**config.mk**
```make
export PLATFORM = sky130hd
export DESIGN_NAME = keypad_scan_hex_entry_top_flat
export DESIGN_NICKNAME = d
export VERILOG_FILES = /design/src/sv/kpsh_pkg.sv /design/src/sv/kpsh_if.sv /design/src/sv/kpsh_core.sv /design/src/sv/keypad_scan_hex_entry_top.sv /design/src/flat_wrapper.sv
export SDC_FILE = /design/constraint.sdc
export NUM_CORES = 1
export LEC_CHECK = 0
export BUFFER_PORTS_ARGS = -buffer_cell sky130_fd_sc_hd__buf_2
export CAP_MARGIN = 15
export CELL_PAD_IN_SITES_DETAIL_PLACEMENT = 1
export CELL_PAD_IN_SITES_GLOBAL_PLACEMENT = 2
export CORE_MARGIN = 1
export CORE_UTILIZATION = 38
export CTS_CLUSTER_DIAMETER = 100
export DETAILED_ROUTE_END_ITERATION = 10
export HOLD_SLACK_MARGIN = 0.08
export PLACE_DENSITY_LB_ADDON = 0.25
export SKIP_CTS_REPAIR_TIMING = 1
export SLEW_MARGIN = 10
export SYNTH_ARGS = -nofsm -noshare
export SYNTH_HDL_FRONTEND = slang
export SYNTH_HIERARCHICAL = 1
export SYNTH_SLANG_ARGS = --single-unit
```
**constraint.sdc**
```tcl
create_clock -name clk -period 3.2 [get_ports clk]
set_input_delay 0.8 -clock clk [delete_from_list [all_inputs] [get_ports clk]]
set_output_delay 0.8 -clock clk [all_outputs]
set_load 0.02 [all_outputs]
```
**src/sv/kpsh_pkg.sv**
```systemverilog
// Package for the keypad scanner with hex line entry.
// Holds the input and result word layouts, field widths and the key-to-ASCII map.
// No dependencies; used by the interfaces, the core and the top level.
`default_nettype none

package kpsh_pkg;

	localparam int unsigned ColW      = 2;
	localparam int unsigned RowW      = 4;
	localparam int unsigned KeyW      = 4;
	localparam int unsigned LenW      = 5;
	localparam int unsigned CharW     = 7;
	localparam logic [LenW-1:0] LineLengthReset = 5'd16;

	localparam logic CmdScan  = 1'b0;
	localparam logic CmdClear = 1'b1;

	localparam logic [CharW-1:0] AsciiZero = 7'h30;
	localparam logic [CharW-1:0] AsciiA    = 7'h41;

	typedef struct packed {
		logic            cmd;
		logic [RowW-1:0] row_levels;
	} in_word_t;

	typedef struct packed {
		logic [RowW-1:0]  column_drive;
		logic             char_valid;
		logic [CharW-1:0] char_code;
		logic             clear_display;
		logic             ambiguous_press;
	} out_word_t;

	function automatic logic [CharW-1:0] hex_ascii(input logic [KeyW-1:0] k);
		logic [CharW-1:0] k_ext;
		k_ext = {{(CharW-KeyW){1'b0}}, k};
		if (k < 4'd10) begin
			return AsciiZero + k_ext;
		end else begin
			return AsciiA + k_ext - 7'd10;
		end
	endfunction

endpackage

`default_nettype wire

```
**src/sv/kpsh_if.sv**
```systemverilog
// Valid/ready channel interfaces for the keypad scanner.
// Depends on kpsh_pkg for the word layouts.
`default_nettype none

interface kpsh_in_if;
	logic               valid;
	logic               ready;
	kpsh_pkg::in_word_t data;

	modport source (output valid, output data, input ready);
	modport sink   (input valid, input data, output ready);
endinterface

interface kpsh_out_if;
	logic                valid;
	logic                ready;
	kpsh_pkg::out_word_t data;

	modport source (output valid, output data, input ready);
	modport sink   (input valid, input data, output ready);
endinterface

`default_nettype wire

```
**src/sv/kpsh_core.sv**
```systemverilog
// Scan state and per-tick decode: column counter, line counter, key flags.
// Produces the result word for each accepted input word. Depends on kpsh_pkg.
`default_nettype none

module kpsh_core (
	input  wire logic                      clk,
	input  wire logic                      arst_n,
	input  wire logic                      fire,
	input  wire kpsh_pkg::in_word_t        in_word,
	input  wire logic [kpsh_pkg::LenW-1:0] line_length,
	output kpsh_pkg::out_word_t            result
);

	logic [kpsh_pkg::ColW-1:0] scan_column_q;
	logic [kpsh_pkg::LenW-1:0] chars_written_q;
	logic [kpsh_pkg::KeyW-1:0] last_key_q;
	logic                      pressed_q;
	logic                      idle_q;

	logic [kpsh_pkg::RowW-1:0] low_rows;
	logic                      any_low;
	logic                      multi_low;
	logic                      scan;
	logic [1:0]                row;
	logic [kpsh_pkg::KeyW-1:0] key;
	logic                      single;
	logic                      emit;
	logic [kpsh_pkg::ColW-1:0] col_next;
	logic                      pressed_next;
	logic                      sweep_end;

	assign scan      = (in_word.cmd == kpsh_pkg::CmdScan);
	assign low_rows  = ~in_word.row_levels;
	assign any_low   = |low_rows;
	assign multi_low = (low_rows & (low_rows - 4'd1)) != 4'd0;
	assign single    = scan && any_low && !multi_low;

	always_comb begin
		case (low_rows)
			4'b0001: row = 2'd0;
			4'b0010: row = 2'd1;
			4'b0100: row = 2'd2;
			default: row = 2'd3;
		endcase
	end

	assign key  = {row, scan_column_q};
	assign emit = single && (chars_written_q < line_length)
		&& ((key != last_key_q) || idle_q);

	assign col_next     = scan ? scan_column_q + 2'd1 : scan_column_q;
	assign pressed_next = pressed_q | (scan && any_low);
	assign sweep_end    = scan && (scan_column_q == 2'd3);

	always_comb begin
		result                 = '0;
		result.column_drive    = ~(4'b0001 << col_next);
		result.char_valid      = emit;
		result.char_code       = emit ? kpsh_pkg::hex_ascii(key) : '0;
		result.clear_display   = !scan;
		result.ambiguous_press = scan && multi_low;
	end

	always_ff @(posedge clk or negedge arst_n) begin
		if (!arst_n) begin
			scan_column_q   <= '0;
			chars_written_q <= '0;
			last_key_q      <= '0;
			pressed_q       <= 1'b0;
			idle_q          <= 1'b1;
		end else if (fire) begin
			scan_column_q <= col_next;
			if (!scan) begin
				chars_written_q <= '0;
			end else if (emit) begin
				chars_written_q <= chars_written_q + 5'd1;
			end
			if (single) begin
				last_key_q <= key;
			end
			// close the sweep: idle flag comes from this sweep's presses
			if (sweep_end) begin
				idle_q    <= !pressed_next;
				pressed_q <= 1'b0;
			end else begin
				pressed_q <= pressed_next;
			end
		end
	end

	a_col_advance: assert property (@(posedge clk) disable iff (!arst_n)
		fire && scan |=> scan_column_q == $past(scan_column_q) + 2'd1)
		else $error("scan column did not advance on a scan tick");

	a_emit_count: assert property (@(posedge clk) disable iff (!arst_n)
		fire && emit |=> chars_written_q == $past(chars_written_q) + 5'd1)
		else $error("line counter did not advance on an emitted character");

	a_clear: assert property (@(posedge clk) disable iff (!arst_n)
		fire && !scan |=> chars_written_q == '0 && scan_column_q == $past(scan_column_q))
		else $error("clear event did not empty the line or moved the column");

	a_drive: assert property (@(posedge clk) disable iff (!arst_n)
		$onehot(~result.column_drive))
		else $error("column drive does not have exactly one low bit");

	a_no_emit_multi: assert property (@(posedge clk) disable iff (!arst_n)
		result.ambiguous_press |-> !result.char_valid)
		else $error("character emitted on an ambiguous press");

endmodule

`default_nettype wire

```
**src/sv/keypad_scan_hex_entry_top.sv**
```systemverilog
// 4x4 matrix keypad scanner with hexadecimal line entry.
// Channels: keys (sink) takes one word per scan tick or clear event: cmd = 0 with
//   the active-low row levels sampled under the current column, or cmd = 1 to
//   empty the line. result (source) returns exactly one word per input word:
//   the active-low column drive for the next tick, the emitted hex ASCII char
//   (char_valid), the clear flag and the ambiguous-press flag.
// Configuration: cfg_we/cfg_wdata set the line length (reset 16); write only
//   while no word is in flight.
// Result: the result word is registered and valid in the cycle after its input is accepted.
// Throughput: one word per cycle while result.ready is high or the register is empty;
//   decode and state update are combinational between the input handshake and the result register.
// Stall: the result register holds while result.ready is low; keys.ready stays
//   high as long as the register is empty or being drained in the same cycle.
// Reset: column 0, empty line, last key 0, previous sweep idle, no result
//   pending.
// Depends on kpsh_pkg, kpsh_if.sv and kpsh_core.
`default_nettype none

module keypad_scan_hex_entry_top (
	input  wire logic                      clk,
	input  wire logic                      arst_n,
	kpsh_in_if.sink                        keys,
	kpsh_out_if.source                     result,
	input  wire logic                      cfg_we,
	input  wire logic [kpsh_pkg::LenW-1:0] cfg_wdata
);

	logic [kpsh_pkg::LenW-1:0] line_length_q;
	logic                      valid_q;
	kpsh_pkg::out_word_t       word_q;
	kpsh_pkg::out_word_t       core_word;
	logic                      fire;

	assign keys.ready = !valid_q || result.ready;
	assign fire       = keys.valid && keys.ready;

	kpsh_core u_core (
		.clk         (clk),
		.arst_n      (arst_n),
		.fire        (fire),
		.in_word     (keys.data),
		.line_length (line_length_q),
		.result      (core_word)
	);

	always_ff @(posedge clk or negedge arst_n) begin
		if (!arst_n) begin
			line_length_q <= kpsh_pkg::LineLengthReset;
		end else if (cfg_we) begin
			line_length_q <= cfg_wdata;
		end
	end

	always_ff @(posedge clk or negedge arst_n) begin
		if (!arst_n) begin
			valid_q <= 1'b0;
		end else if (fire) begin
			valid_q <= 1'b1;
		end else if (result.ready) begin
			valid_q <= 1'b0;
		end
	end

	always_ff @(posedge clk) begin
		if (fire) begin
			word_q <= core_word;
		end
	end

	assign result.valid = valid_q;
	assign result.data  = word_q;

endmodule

`default_nettype wire
```
**src/flat_wrapper.sv**
```systemverilog
// flat-port wrapper written by rule: the top's interface ports become plain ports
module keypad_scan_hex_entry_top_flat 
  (clk, arst_n, cfg_we, cfg_wdata, keys_valid, keys_data, keys_ready, result_valid, result_data, result_ready);
  kpsh_in_if keys_i ();
  kpsh_out_if result_i ();
  input  wire logic clk;
  input  wire logic arst_n;
  input  wire logic cfg_we;
  input  wire logic [kpsh_pkg::LenW-1:0] cfg_wdata;
  input wire logic [$bits(keys_i.valid)-1:0] keys_valid;
  input wire logic [$bits(keys_i.data)-1:0] keys_data;
  output wire logic [$bits(keys_i.ready)-1:0] keys_ready;
  output wire logic [$bits(result_i.valid)-1:0] result_valid;
  output wire logic [$bits(result_i.data)-1:0] result_data;
  input wire logic [$bits(result_i.ready)-1:0] result_ready;
  assign keys_i.valid = keys_valid;
  assign keys_i.data = keys_data;
  assign keys_ready = keys_i.ready;
  assign result_valid = result_i.valid;
  assign result_data = result_i.data;
  assign result_i.ready = result_ready;
  keypad_scan_hex_entry_top u_core (.clk(clk), .arst_n(arst_n), .keys(keys_i), .result(result_i), .cfg_we(cfg_we), .cfg_wdata(cfg_wdata));
endmodule
```
Yosys cells after proc, flatten, opt, wreduce, memory -nomap -nowiden

Cells that the tools add are included.

Shift-type cells: 1
Reductions and logical operators: 19
Eq/ne operators: 5
Add/subtract/negate cells: 6
Muxes and demuxes: 8
Bitwise operators: 5
$lt $le $gt $ge: 2

Operators by type and width:

| operator                                         | number |
|---|---|
| two-way mux 5 bit                                | 2 |
| inverter 4 bit                                   | 2 |
| adder 6 x 4 -> 7 bit, first input constant       | 1 |
| adder 7 x 4 -> 7 bit, first input constant       | 1 |
| logical AND 1 bit                                | 7 |
| two-way mux 7 bit                                | 1 |
| subtractor 7 x 4 -> 7 bit, second input constant | 1 |
| one-hot mux 2 bit (3 select lines)               | 1 |
| AND reduction 2 bit                              | 3 |
| adder 5 x 1 -> 5 bit, second input constant      | 1 |
| < comparator 5 bit                               | 1 |
| AND 4 bit                                        | 1 |
| == test 4 x 1 -> 1 bit, second input constant    | 1 |
| == test 4 x 2 -> 1 bit, second input constant    | 1 |
| == test 4 x 3 -> 1 bit, second input constant    | 1 |
| < comparator 4 bit, second input constant        | 1 |
| != test 4 bit                                    | 1 |
| nonzero test 2 bit                               | 2 |
| nonzero test 4 bit                               | 1 |
| OR reduction 4 bit                               | 1 |
| left shift 1 x 2 -> 4 bit, first input constant  | 1 |
| subtractor 4 x 1 -> 4 bit, second input constant | 1 |
| zero test 1 bit                                  | 3 |
| two-way mux 1 bit                                | 3 |
| 6 further kinds                                  | 7 |

Output and inout port bits: 16
Register bits after elaboration: 33
Word-level logic and storage cells: 58
Bits of input ports: 15

Longest topological paths before layout

Gate-level depths: netlist of the first run.

Depth after elaboration: 10
Mapped depth: 9
Mapped depth without buffers: 7

By module

Netlist of the first run, hierarchy kept.

Modules (own cells, without submodules):

| module                    | area each (um2) | seq. area each (um2) | instances | cells an instance |
|---|---|---|---|---|
| kpsh_core                 | 1137.3          | 326.6                | 1         | 138 |
| keypad_scan_hex_entry_top | 646.9           | 571.8                | 1         | 28 |

Worst setup path after synthesis of the first run

Ideal clock, no wire load.

Path type: input-to-reg
From: input result_ready
To: register u_core/u_core/last_key_q[0] in the netlist's numbering
Setup time: 125 ps
Data required time: 3075 ps
Setup slack: 516 ps
Path buffers: 1
Arrival: 2559 ps
Stages on the path: 6
Path through: nand2b_1 and2_1 clkbuf_1 nand2b_1 nor2_1 mux2_2

Longest elaborated chain between the ends: 3

RTL lines:

| item                                 | RTL line                        | text |
|---|---|---|
| from (decl)                          | flat_wrapper.sv:15              | `input wire logic [$bits(result_i.ready)-1:0] result_ready;` |
| logical OR 1 bit                     | keypad_scan_hex_entry_top.sv:34 | `assign keys.ready = !valid_q \|\| result.ready;` |
| logical AND 1 bit                    | keypad_scan_hex_entry_top.sv:35 | `assign fire = keys.valid && keys.ready;` |
| via u_core.fire                      | keypad_scan_hex_entry_top.sv:32 | `logic fire;` |
| AND reduction 2 bit (no source line) | --                              |  |
| to (signal assigned)                 | kpsh_core.sv:79                 | `last_key_q <= key;` |
| to (decl)                            | kpsh_core.sv:16                 | `logic [kpsh_pkg::KeyW-1:0] last_key_q;` |

The timed path passes the listed nets, and every way through them passes these cells.
A chain may end at the register's enable or synchronous reset.

Worst setup path in the final report of the first run

From: input keys_data[0]
To: register u_core.word_q, in the netlist u_core/result.data[5], data pin

Longest elaborated chain between the ends: 8
Elaborated cells on any way between the ends: 21
Classes of those cells: 4 x add/sub; 1 x order compare; 4 x eq/ne; 2 x mux; 2 x bitwise; 8 x reduce/logical

RTL lines:

| item                                                                         | RTL line                        | text |
|---|---|---|
| from (decl)                                                                  | flat_wrapper.sv:11              | `input wire logic [$bits(keys_i.data)-1:0] keys_data;` |
| inverter 4 bit *                                                             | kpsh_core.sv:33                 | `assign low_rows = ~in_word.row_levels;` |
| parallel branches: the longest is 7 deep, another holds adder 7 x 4 -> 7 bit | --                              |  |
| to (signal assigned)                                                         | keypad_scan_hex_entry_top.sv:66 | `word_q <= core_word;` |
| to (decl)                                                                    | keypad_scan_hex_entry_top.sv:30 | `kpsh_pkg::out_word_t word_q;` |

Every way passes the cells marked *.

==> out/qor.yml, run 1 <==
slew_headroom: 0.557
async_reset_ff_frac: 0.576
slowest_delay_ns: 0.56
fin_crit_sh: 0.730
peakVddDrop_mv: 0.276
die_w_um: 70.5
crit_fanout: 10
finalCriticalPeriod_ns: 2.34
min_to: "u_core/u_core/idle_q"
worstPathCellList: "buf_2, xor2_1, and3_1, a221oi_1, nor3_4, nand2_2, nor4_1"
crit_type: "in2reg"
netlist_instances: 166
failed_checks: "DRC"
drive_above_1_share: 0.282
setup_slack_ns: 0.862
rsz0062_at_grt: "false"
synth_top_area_frac: 0.238
coreArea_sq_um: 4440
drcViolationCount: 2
clock_skew_ns: 0.00459
startpoint_type: "input port"
synth_area_leaders: "dfrtp_1 24%, edfxtp_1 24%, ha_1 4.9%, mux2_2 4.4%, dfstp_2 2.9%"
synth_cell_types: 43
finalSetupTns_ns: 0
layout.nets: 216
synth_ff_type: "dfrtp_1"
critPathSlowestCell: "a221oi_1"
track_usage: 0.173
vias_per_cell: 5.45
die_y_um: 70.5
syn_area_per_cell_sq_um: 10.7
clock_latency_ns: 0.29
place_area_sq_um: 1950
dp_hpwl_um: 2790
hold_path.class: "reg2reg"
fillerInstances: 529
place_congestion: 0.781
antenna_found_initial: 0
synth-edff-count: 14
synth-seq-area-share: 0.504
placed_cells: 239
wirelength_um: 3840
status: "complete, but fails checks"
clk_pin_slew_ns: 0.07
grt_pass1_wl_um: 6640
end_kind: "flip-flop"
cts_buffer_depth: 2
cts_root_buf: "clkbuf_8"
synth_fp_nets: 188
r2r-start: "u_core/u_core/scan_column_q[0]"
min_path_cells: 1
syn-cell-area_sq_um: 1780
antenna_left: 0
setup_violations: 0
worst_slew_pin_slew_ns: 0.665
diodes: 0
yosysWarnings: 6
syn2layout_area_growth_pct: 14.0
slew_viol_final: 0
portBuffers: 30
regToRegEndpoint: "u_core/result.data[5]"
row_count: 24
fin_area_sq_um: 2030
drt_iter0_drc: 78
hold_slack_ns: 0.426
hold_violations: 0
p_leak_nw: 0.841
cts_tree: "done"
dieArea_sq_um: 4970
required_ns: 3.22
rr_worst_depth: 5
min-delay-start: "u_core/u_core/pressed_q"
reg2reg_setup_slack_ns: 0.92
vias: 1346
grt_max_degree: 27
drt-pass1-iter-count: 7
wl_per_cell_um: 15.6
drv_cap: 0
dp_slack_ns: 0.554
synth_top_area_cell: "dfrtp_1"
power_density_nw_per_um2: 699
power_mw: 1.42
start_util: 0.401
crit_arrival_ns: 2.36
numCtsBuffers: 5
ioPinCount: 31
clkSinkCount: 33
grt_pass1_vias: 1394
overflow: 0
post-route-util: 0.457
synth.ff_latch_count: 33
htreeDepth: 2
fmax_mhz: 428
final_cells: 247
==> metal layers <==
layer,track usage,vias up,wire length (um)
met5,0,-,0
met1,0.220,663,1790
li1,-,656,-
met2,0.286,23,1850
met3,0.0433,4,149
met4,0.0612,0,54
==> cells in the final DEF, fill, tap and decap left out, drive strengths merged, types with 2 or more instances in the layout <==
| cell | synthesis | layout |
|---|---|---|
| buf | 7 | 32 |
| dfrtp | 17 | 17 |
| edfxtp | 14 | 14 |
| inv | 11 | 11 |
| o21ai | 10 | 10 |
| nor3 | 10 | 10 |
| nor2 | 9 | 9 |
| nand2 | 9 | 9 |
| mux2 | 7 | 7 |
| a21oi | 7 | 7 |
| ha | 7 | 7 |
| clkbuf | 4 | 5 |
| nand2b | 5 | 5 |
| xnor2 | 5 | 5 |
| nand4 | 5 | 5 |
| xor2 | 4 | 4 |
| o211ai | 4 | 4 |
| and3 | 3 | 3 |
| nor2b | 3 | 3 |
| or3 | 3 | 3 |
| clkinv | 0 | 2 |
| dfstp | 2 | 2 |
| a31oi | 2 | 2 |
| o31ai | 2 | 2 |
| a311o | 2 | 2 |
| o311ai | 2 | 2 |
| and2 | 2 | 2 |
==> Yosys cell counts, types with 3 or more instances <==
library cell  instances
a21oi_1               7
and3_1                3
buf_2                 3
clkbuf_1              4
dfrtp_1              17
edfxtp_1             14
ha_1                  7
inv_1                11
mux2_2                7
nand2_1               8
nand2b_1              5
nand4_1               5
nor2_1                9
nor2b_1               3
nor3_1                9
o21ai_0              10
xnor2_1               5
xor2_1                4
==> how the worst max path moves through the flow <==
stage | start | endpoint | slack, ns | cells after the start
6_report | keys_data[0] | u_core/result.data[5] | 0.86 | 7
5_1_grt | keys_data[0] | u_core/result.data[5] | 0.71 | 7
4_1_cts | keys_data[0] | u_core/result.data[5] | 0.87 | 7
3_5_place_dp | keys_data[0] | u_core/result.data[5] | 0.55 | 7
3_3_place_gp | keys_data[0] | u_core/result.data[5] | 0.64 | 7
2_1_floorplan | result_ready | u_core/u_core/last_key_q[0] | 0.52 | 6
==> cell families after synthesis <==
| logic type | after synthesis | synth area share |
|---|---|---|
| XOR/XNOR | 9 | 0.0442 |
| buffers and inverters | 22 | 0.0610 |
| adder cells (fa/ha/maj) | 7 | 0.0491 |
| flip-flops | 33 | 0.504 |
| AO/OA/AOI/OAI | 36 | 0.139 |
| multiplexers | 7 | 0.0442 |
| AND/OR/NAND/NOR | 52 | 0.159 |
==> sequential cells by signal (all words and copies together) (netlist names) <==
register,flops
u_core/u_core/scan_column_q,2
u_core/line_length_q,5
u_core/u_core/pressed_q,1
u_core/result.data,14
u_core/result.valid,1
u_core/u_core/last_key_q,4
u_core/u_core/idle_q,1
u_core/u_core/chars_written_q,5
==> final cells by class <==
cell class	count	area [sq um]	area share
flip-flops and latches	33	898	0.442
multi-input cells	111	777	0.382
repair buffers	32	165	0.0812
clock buffers	5	68.8	0.0338
well taps	52	65.1	0.0320
inverters	11	41.3	0.0203
clock inverters	3	17.5	0.00862
==> power breakdown <==
part	internal (mW)	switching, mW	leakage, nW	total (mW)
registers	0.542	0.0901	0.354	0.632
logic	0.202	0.275	0.444	0.477
clock network	0.150	0.163	0.0439	0.313
total	0.894	0.528	0.841	1.42
==> critical path: cells and delay by family <==
kind            cells  cell delay [ns]
compound gates      1             0.56
xor+xnor            1             0.17
buf+inv             1             0.14
simple gates        4             0.69
Note: power is estimated with default switching activity, not from simulation.
==> run 2: changes to the inputs <==
--- a/config.mk
+++ b/config.mk
@@ -10,7 +10,7 @@
 export CELL_PAD_IN_SITES_DETAIL_PLACEMENT = 1
 export CELL_PAD_IN_SITES_GLOBAL_PLACEMENT = 2
 export CORE_MARGIN = 1
-export CORE_UTILIZATION = 38
+export CORE_UTILIZATION = 35
 export CTS_CLUSTER_DIAMETER = 100
 export DETAILED_ROUTE_END_ITERATION = 10
 export HOLD_SLACK_MARGIN = 0.08
==> constraint.sdc (replaced) <==
create_clock -name clk -period 2.3 [get_ports clk]
set_input_delay 0.575 -clock clk [delete_from_list [all_inputs] [get_ports clk]]
set_output_delay 0.575 -clock clk [all_outputs]
set_load 0.02 [all_outputs]
==> out/qor.yml, run 2 (same netlist as run 1, synthesis figures left out) <==
status: "completed"
start_util: 0.370
clock_latency_ns: 0.28
drive_above_1_share: 0.319
slew_viol_final: 0
clkSinkCount: 33
drv_cap: 0
slew_headroom: 0.708
critPathSlowestCell: "or3_2"
grt_pass1_vias: 1414
cts_buffer_depth: 2
die_y_um: 73.4
fillerInstances: 569
power_switching_mw: 0.738
placed_cells: 263
track_usage: 0.165
row_count: 25
intPower_mw: 1.28
wl_per_cell_um: 14.8
p_comb_frac: 0.372
post-route-util: 0.440
coreArea_sq_um: 4820
end_kind: "flip-flop"
p_seq_frac: 0.419
hold_path.class: "in2async"
power_density_nw_per_um2: 954
p_leak_nw: 0.887
hold_violations: 0
largest_reg_flops: 14
cts_tree: "done"
layout.nets: 225
antenna_found_initial: 0
diodes: 0
place_congestion: 0.815
crit_type: "reg2reg"
drcViolationCount: 0
rsz0062_at_grt: "false"
grt_pass1_wl_um: 6560
cp_top_family: "simple AND/OR/NAND/NOR gates"
fmax_mhz: 491
worstPathCellList: "xor2_1, or3_2, or3_1, nand2_2, nor3_1"
clk_pin_slew_ns: 0.07
setup_violations: 0
clock_skew_ns: 0.00429
fin_crit_sh: 0.886
swShare: 0.365
die_w_um: 73.4
drt_iter0_drc: 61
numCtsBuffers: 5
antenna_left: 0
htreeDepth: 2
cts_root_buf: "clkbuf_8"
final_cell_mix: "30 x buf_2, 17 x dfrtp_1, 14 x edfxtp_1, 11 x buf_4, 11 x inv_1"
crit_arrival_ns: 2.05
dp_hpwl_um: 3030
startpoint_type: "flip-flop"
finalSetupTns_ns: 0
clkPwrFrac: 0.209
crit_fanout: 10
crit_buf_inv: 0
required_ns: 2.32
wirelength_um: 4020
slowest_delay_ns: 0.46
overflow: 0
dieArea_sq_um: 5390
portBuffers: 30
finalCriticalPeriod_ns: 2.04
vias_per_cell: 5.04
final_cells: 271
vias: 1367
peakVddDrop_mv: 0.559
ioPinCount: 31
syn2layout_area_growth_pct: 18.9
final_common_cell: "buf_2"
worst_slew_pin_slew_ns: 0.437
grt_max_degree: 27
drt-pass1-iter-count: 4
run 2: cell types whose count changed in the layout (fill, tap and decap cells not counted):
cell / change
and2_1: -1
and2_2: +1
buf_4: +9
run 2: power by group through the flow:
stage / clock network [mW] / registers [mW] / logic [mW]
global route: 0.468 / 0.860 / 0.838
floorplan: 0 / 0.873 / 0.509
detailed placement: 0 / 0.859 / 0.754
finish: 0.423 / 0.847 / 0.753
global placement: 0 / 0.848 / 0.722
CTS: 0.443 / 0.847 / 0.758
run 2: path summary, 6_finish.rpt:
| path | to | from | slack, ns | cells after the start |
|---|---|---|---|---|
| hold / removal | u_core/u_core/chars_written_q[0] | arst_n | 0.23 | 1 |
| min in group clk | u_core/u_core/idle_q | u_core/u_core/pressed_q | 0.43 | 1 |
| hold reg to reg | u_core/u_core/idle_q | u_core/u_core/pressed_q | 0.43 | 1 |
| setup / recovery | u_core/result.data[6] | u_core/u_core/scan_column_q[0] | 0.26 | 5 |
| max in group asynchronous | u_core/line_length_q[4] | arst_n | 1.74 | 1 |
| setup reg to reg | u_core/result.data[6] | u_core/u_core/scan_column_q[0] | 0.26 | 5 |
run 2: area by class of cell:
class,count,area [sq um],share of cell area
Clock inverter,3,17.5,0.00826
Timing Repair Buffer,41,233,0.110
Clock buffer,5,68.8,0.0324
Sequential cell,33,898,0.424
Tap cell,67,83.8,0.0395
Inverter,11,41.3,0.0195
Multi-Input combinational cell,111,778,0.367
run 2: stage by stage:
stage	hold WS, ns	total power [mW]	cell area (sq um)	setup slack (ns)
2_1_floorplan	0.279	1.38	1790	0.0847
3_3_place_gp	0.409	1.57	2030	0.0313
3_5_place_dp	0.429	1.61	2030	-0.0138
4_1_cts	0.240	2.05	2120	0.261
5_1_grt	0.249	2.17	2120	0.165
6_report	0.228	2.02	2120	0.263
run 2: routing by layer:
layer | vias to the layer above | track usage | share of wire | routed length, um
li1 | 674 | - | - | -
met4 | 0 | 0.0748 | 0.020 | 81
met5 | - | 0 | 0 | 0
met1 | 662 | 0.203 | 0.45 | 1820
met2 | 24 | 0.272 | 0.49 | 1970
met3 | 7 | 0.0412 | 0.037 | 149
